===== src/sv/efba_pkg.sv =====
// Shared types, codes and widths for the exact-fit bump allocator.
`timescale 1ns / 1ps
`default_nettype none
package efba_pkg;

  localparam int ENTRIES_DEF = 128;

  localparam int LEN_W   = 24;
  localparam int ADDR_W  = 32;
  localparam int STAT_W  = 3;
  localparam int LIMIT_W = 8;
  localparam int CFG_W   = 32;
  localparam int IDX_W   = 2;

  // request kinds
  localparam logic CMD_ALLOC = 1'b0;
  localparam logic CMD_FREE  = 1'b1;

  // result status codes
  localparam logic [STAT_W-1:0] ST_NEW      = 3'd0;
  localparam logic [STAT_W-1:0] ST_REUSED   = 3'd1;
  localparam logic [STAT_W-1:0] ST_FREED    = 3'd2;
  localparam logic [STAT_W-1:0] ST_ZERO     = 3'd3;
  localparam logic [STAT_W-1:0] ST_FULL     = 3'd4;
  localparam logic [STAT_W-1:0] ST_NOMEM    = 3'd5;
  localparam logic [STAT_W-1:0] ST_NOTFOUND = 3'd6;

  // configuration register indexes
  localparam logic [IDX_W-1:0] REG_BASE   = 2'd0;
  localparam logic [IDX_W-1:0] REG_LENGTH = 2'd1;
  localparam logic [IDX_W-1:0] REG_LIMIT  = 2'd2;

  localparam logic [ADDR_W-1:0]  BASE_RST   = 32'd0;
  localparam logic [LEN_W-1:0]   LENGTH_RST = 24'hFFFFFF;
  localparam logic [LIMIT_W-1:0] LIMIT_RST  = 8'd128;

  // one row of the block table
  typedef struct packed {
    logic [LEN_W-1:0] size;
    logic [LEN_W-1:0] offset;
    logic             is_free;
  } entry_t;

  localparam int ENTRY_W = $bits(entry_t);

  // controller to datapath
  typedef struct packed {
    logic load;
    logic scan;
    logic commit;
  } efba_cmd_t;

  // datapath to controller
  typedef struct packed {
    logic done;
    logic hit;
  } efba_sts_t;

endpackage
`default_nettype wire


===== src/sv/efba_ctrl.sv =====
// Request sequencer: accept, table scan, commit and output hold.
`timescale 1ns / 1ps
`default_nettype none
module efba_ctrl (
  input  wire                      clk,
  input  wire                      rst_n,
  input  wire                      in_tvalid,
  output logic                     in_tready,
  output logic                     out_tvalid,
  input  wire                      out_tready,
  output efba_pkg::efba_cmd_t      cmd,
  input  wire efba_pkg::efba_sts_t sts
);
  import efba_pkg::*;

  localparam logic [1:0] S_IDLE   = 2'd0;
  localparam logic [1:0] S_SCAN   = 2'd1;
  localparam logic [1:0] S_COMMIT = 2'd2;

  logic [1:0] state_r, state_nxt;
  logic       out_vld_r, out_vld_nxt;

  always_comb begin
    state_nxt  = state_r;
    cmd        = '0;
    in_tready  = 1'b0;
    unique case (state_r)
      S_IDLE: begin
        in_tready = 1'b1;
        if (in_tvalid) begin
          cmd.load  = 1'b1;
          state_nxt = S_SCAN;
        end
      end
      S_SCAN: begin
        cmd.scan = 1'b1;
        if (sts.done) begin
          state_nxt = S_COMMIT;
        end
      end
      S_COMMIT: begin
        // commit only into a free (or draining) output register
        if (!out_vld_r || out_tready) begin
          cmd.commit = 1'b1;
          state_nxt  = S_IDLE;
        end
      end
      default: begin
        state_nxt = S_IDLE;
      end
    endcase
  end

  always_comb begin
    if (cmd.commit) begin
      out_vld_nxt = 1'b1;
    end else if (out_tready) begin
      out_vld_nxt = 1'b0;
    end else begin
      out_vld_nxt = out_vld_r;
    end
  end

  assign out_tvalid = out_vld_r;

  always_ff @(posedge clk) begin
    if (!rst_n) begin
      state_r   <= S_IDLE;
      out_vld_r <= 1'b0;
    end else begin
      state_r   <= state_nxt;
      out_vld_r <= out_vld_nxt;
    end
  end
endmodule
`default_nettype wire


===== config.mk =====
export PLATFORM = sky130hd
export DESIGN_NAME = efba_ctrl
export DESIGN_NICKNAME = d
export VERILOG_FILES = /design/src/sv/efba_pkg.sv /design/src/sv/efba_ctrl.sv
export SDC_FILE = /design/constraint.sdc
export NUM_CORES = 1
export LEC_CHECK = 0
export ABC_AREA = 0
export ABC_CLOCK_PERIOD_IN_PS = 800
export BUFFER_PORTS_ARGS = -buffer_cell sky130_fd_sc_hd__buf_2
export CAP_MARGIN = 10
export CORE_AREA = 2 2 39 41
export CTS_CLUSTER_SIZE = 8
export DETAILED_ROUTE_END_ITERATION = 10
export DIE_AREA = 0 0 41 43
export GPL_ROUTABILITY_DRIVEN = 1
export MAX_ROUTING_LAYER = met4
export REMOVE_ABC_BUFFERS = 1
export SLEW_MARGIN = 40
export SYNTH_ARGS = -nofsm -noshare
export SYNTH_HDL_FRONTEND = slang
export SYNTH_SLANG_ARGS = --single-unit
export TNS_END_PERCENT = 50

===== constraint.sdc =====
create_clock -name clk -period 0.8 [get_ports clk]
set_input_delay 0.04 -clock clk [delete_from_list [all_inputs] [get_ports clk]]
set_output_delay 0.04 -clock clk [all_outputs]
set_load 0.005 [all_outputs]

== Word-level counts from Yosys, hierarchy flattened ==
Index checks and enable logic that the tools add are counted.

* Bits in registers: 3
* Bits in latches: 0
* Memory bits (writable): 0
* ROM bits: 0
* Bits of input ports: 6
* Output and inout bits: 5
* Word-level logic and storage cells: 24
* Memories: 0

* Add/subtract/negate cells: 0
* $mul: 0
* Div/mod/pow operators: 0
* Magnitude comparators: 0
* Eq/ne operators: 5
* Shifts and indexed selects: 0
* Mux-type cells: 12
* Bitwise logic cells: 0
* Reduce and logical (&&, ||, !) cells: 5

{| class="wikitable"
|+ Operator list
! kind !! count
|-
| $mux W1 || 8
|-
| $mux W2 || 3
|-
| $ne A2 B2 Y1 const B || 3
|-
| $pmux W2 S3 || 1
|-
| $reduce_and A3 Y1 || 1
|-
| $eq A2 B1 Y1 const B || 1
|-
| $eq A2 B2 Y1 const B || 1
|-
| $logic_not A2 Y1 || 1
|-
| $reduce_bool A2 Y1 || 1
|-
| $logic_not A1 Y1 || 1
|-
| $logic_or A1 B1 Y1 || 1
|}

== Longest topological paths before layout ==
* Word-level depth: 5
* Mapped depth: 3
* Depth with buffers taken out: 2

== Worst setup path after synthesis ==
OpenSTA, ideal clock, no wires.

* Kind: register to output
* From: reg state_r[0]
* To: out cmd[0] (netlist name)
* Data arrival time: 701 ps
* Data required time: 760 ps
* Setup slack: 59 ps
* Cell stages (with the launch flop): 4
* Path buffers: 1
* Cells stage by stage: dfxtp_1 nand2b_1 nor2b_1 buf_4

{| class="wikitable"
|+ RTL lines
! element !! line !! source
|-
| start, declared || efba_ctrl.sv:20 || <nowiki>logic [1:0] state_r, state_nxt;</nowiki>
|-
| start signal, assigned || efba_ctrl.sv:71 || <nowiki>state_r <= state_nxt;</nowiki>
|-
| end, declared || efba_ctrl.sv:11 || <nowiki>output efba_pkg::efba_cmd_t cmd,</nowiki>
|}

==> results.json <==
{
  "outcome": "finished with violations",
  "violations_in_the_final_reports": "negative setup slack",
  "period_share": 1.22,
  "cell_type_contributing_the_most_total_cell_area_after_synthesis": "sky130_fd_sc_hd__dfxtp_1",
  "worst_setup_hold_path_clk_slew_ns": 0.04,
  "place_congestion": 0.530,
  "slowest_stage": "sky130_fd_sc_hd__dfxtp_4",
  "final-max-slew-violation-count": 0,
  "layout_min_cycle_time_ns": 0.976,
  "drt_pre_antenna_iters": 3,
  "met2_usage": 0.0688,
  "cts_num_sinks": 3,
  "cts_tree": "built",
  "total_cts_buffers": 3,
  "antenna_cells": 0,
  "first_global_vias": 145,
  "timing.final.hold_violations": 0,
  "fin_nets": 38,
  "drt_drc_violations_left": 0,
  "yosysTopAreaCellShare": 0.366,
  "use_met3": 0.0314,
  "vias": 159,
  "finalSetupViolations": 4,
  "power_per_cell_area_nw_per_um2": 1790,
  "syn_inst_count": 18,
  "layout_common_cells": "9 x sky130_fd_sc_hd__buf_2, 4 x sky130_fd_sc_hd__nand2b_1, 3 x sky130_fd_sc_hd__clkbuf_4",
  "synth-seq-area-share": 0.366,
  "numPortBuffers": 9,
  "ctsLongestPathBuffers": 2,
  "slew_headroom": 0.933,
  "fin_ws_ns": -0.176,
  "groute.usage.overall": 0.0472,
  "worstSetupStartpointType": "flop",
  "crit_path_largest_cell_delay_ns": 0.35,
  "worst_vdd_ir_uv": 365,
  "rows": 14,
  "max_cap_viol_count": 0,
  "multiInputGateArea_um2": 106,
  "worst-path-max-fanout": 7,
  "num-fill-cells": 174,
  "boundaryPins": 11,
  "synth_area_per_cell_um2": 9.11,
  "placedCellCount": 42,
  "drive_above_1_share": 0.581,
  "dp_worst_setup_slack_ns": -0.00116,
  "ys.warnings.count": 0,
  "area_growth_pct": 66.4,
  "holdCritPathClass": "primary input to flop",
  "initialDrtViolationCount": 1,
  "routedWlPerCell_um": 7.60,
  "grt_most_used_layer": "met4",
  "routed_wirelength_um": 357,
  "coreArea_um2": 1380,
  "grt_antenna_before_repair": 0,
  "fp.dieArea_um2": 1760,
  "leakage_nw": 0.116,
  "clock_skew_ns": 0.000153,
  "die_x_um": 41,
  "timing.critical_path.cells": "nand2b_4, nor2b_1, buf_2",
  "ant_nets": 0,
  "grt_pass1_wl_um": 441,
  "clk_root_buffer_cell": "sky130_fd_sc_hd__clkbuf_4",
  "layout.cells.non_filler": 47,
  "pin_count_of_the_biggest_net_entering_global_routing": 8,
  "worst_skew_pair.late_latency_ns": 0.23,
  "maximum_level_of_the_cts_h_tree": 1,
  "distinct_cell_type_count_after_synthesis": 11,
  "layout.cells.most_common": "sky130_fd_sc_hd__buf_2",
  "worstSetupPathType": "flop to output port",
  "post_drt_via_cell_ratio": 3.38,
  "synth.cell_area_um2": 164,
  "max_freq_mhz": 1020,
  "met1_track_demand_over_resource": 0.0192,
  "cp-end-kind": "output port",
  "cp.arrival_ns": 0.94,
  "ctsHoldBuffers": 0,
  "die_height_um": 43,
  "grt_overflow": 0,
  "worst_pin_slew_ns": 0.100,
  "worst_ep_required_time_ns": 0.76,
  "postSynthRegisterBits": 3,
  "initial_core_util": 0.118,
  "rsz0062_at_grt": "yes",
  "netlist_top_cells_area": "sky130_fd_sc_hd__dfxtp_1 37%, sky130_fd_sc_hd__nand2b_1 19%, sky130_fd_sc_hd__nor2b_1 7.6%, sky130_fd_sc_hd__a21boi_2 6.9%, sky130_fd_sc_hd__nand4bb_1 6.9%",
  "ff_latch_area_um2": 67.6
}
path summary, 6_finish.rpt:
| path | end | from | slack, ns | cells past startpoint |
|---|---|---|---|---|
| max | cmd[0] | state_r[0]$_SDFFE_PN0P_ | -0.18 | 3 |
| min | state_r[0]$_SDFFE_PN0P_ | rst_n | 0.05 | 3 |
| max reg2reg | out_tvalid$_SDFFE_PN0P_ | state_r[0]$_SDFFE_PN0P_ | 0 | 3 |
| min reg2reg | state_r[1]$_SDFFE_PN0P_ | out_tvalid$_SDFFE_PN0P_ | 0.50 | 2 |
registers in the layout, indices dropped and copies added, names as in the netlist:
signal	flops
out_tvalid	1
state_r	2
metrics by stage:
| stage | instance area (µm²) | utilization | setup TNS, ns | power (mW) | hold slack [ns] |
|---|---|---|---|---|---|
| CTS | 260 | 0.188 | -0.529 | 0.507 | 0.0539 |
| global route | 273 | 0.197 | -0.695 | 0.524 | 0.0658 |
| detailed placement | 221 | 0.160 | -0.00116 | 0.225 | 0.311 |
| global placement | 221 | 0.160 | 0 | 0.224 | 0.308 |
| floorplan | 156 | - | 0 | 0.196 | 0.170 |
| finish | 273 | 0.197 | -0.417 | 0.488 | 0.0543 |
area by class of cell:
class | instances | area share
repair buffers | 10 | 0.193
flip-flops and latches | 3 | 0.248
clock buffers | 4 | 0.0963
multi-input cells | 14 | 0.390
well taps | 16 | 0.0734
synth_stat cells (all sizes together):
cell / count
nand3b: 1
and2: 1
nor2: 1
nand2b: 5
dfxtp: 3
a21boi: 2
nand4bb: 1
a21oi: 1
nor2b: 2
buf: 1
report_power, final:
part / switching [mW] / internal, mW
logic: 0.0203 / 0.0415
clock network: 0.0747 / 0.187
registers: 0.0105 / 0.155
cell families after synthesis:
group | count (synthesis) | synth area share
and+or+nand+nor | 11 | 0.443
DFF | 3 | 0.366
buffers and inverters | 1 | 0.0458
AOI/OAI and AO/OA | 3 | 0.145
critical path: cells and delay by family (launching register included):
kind / cells / cell delay, ns
flip-flops: 1 / 0.35
buffers and inverters: 1 / 0.12
AND/OR/NAND/NOR: 2 / 0.24
timing repair:
| item | 4_1_cts | 5_1_grt |
|---|---|---|
| setup endpoints to repair | 4 | 4 |
| buffers inserted | 0 | 1 |
| gates resized for setup | 4 | 2 |
metal layers:
| layer | share of wire | wire [µm] |
|---|---|---|
| met1 | 0.32 | 113 |
| met2 | 0.57 | 202 |
| met3 | 0.11 | 41 |
| met4 | 0 | 0 |
| met5 | 0 | 0 |
Power figures use the tool's default switching activity.
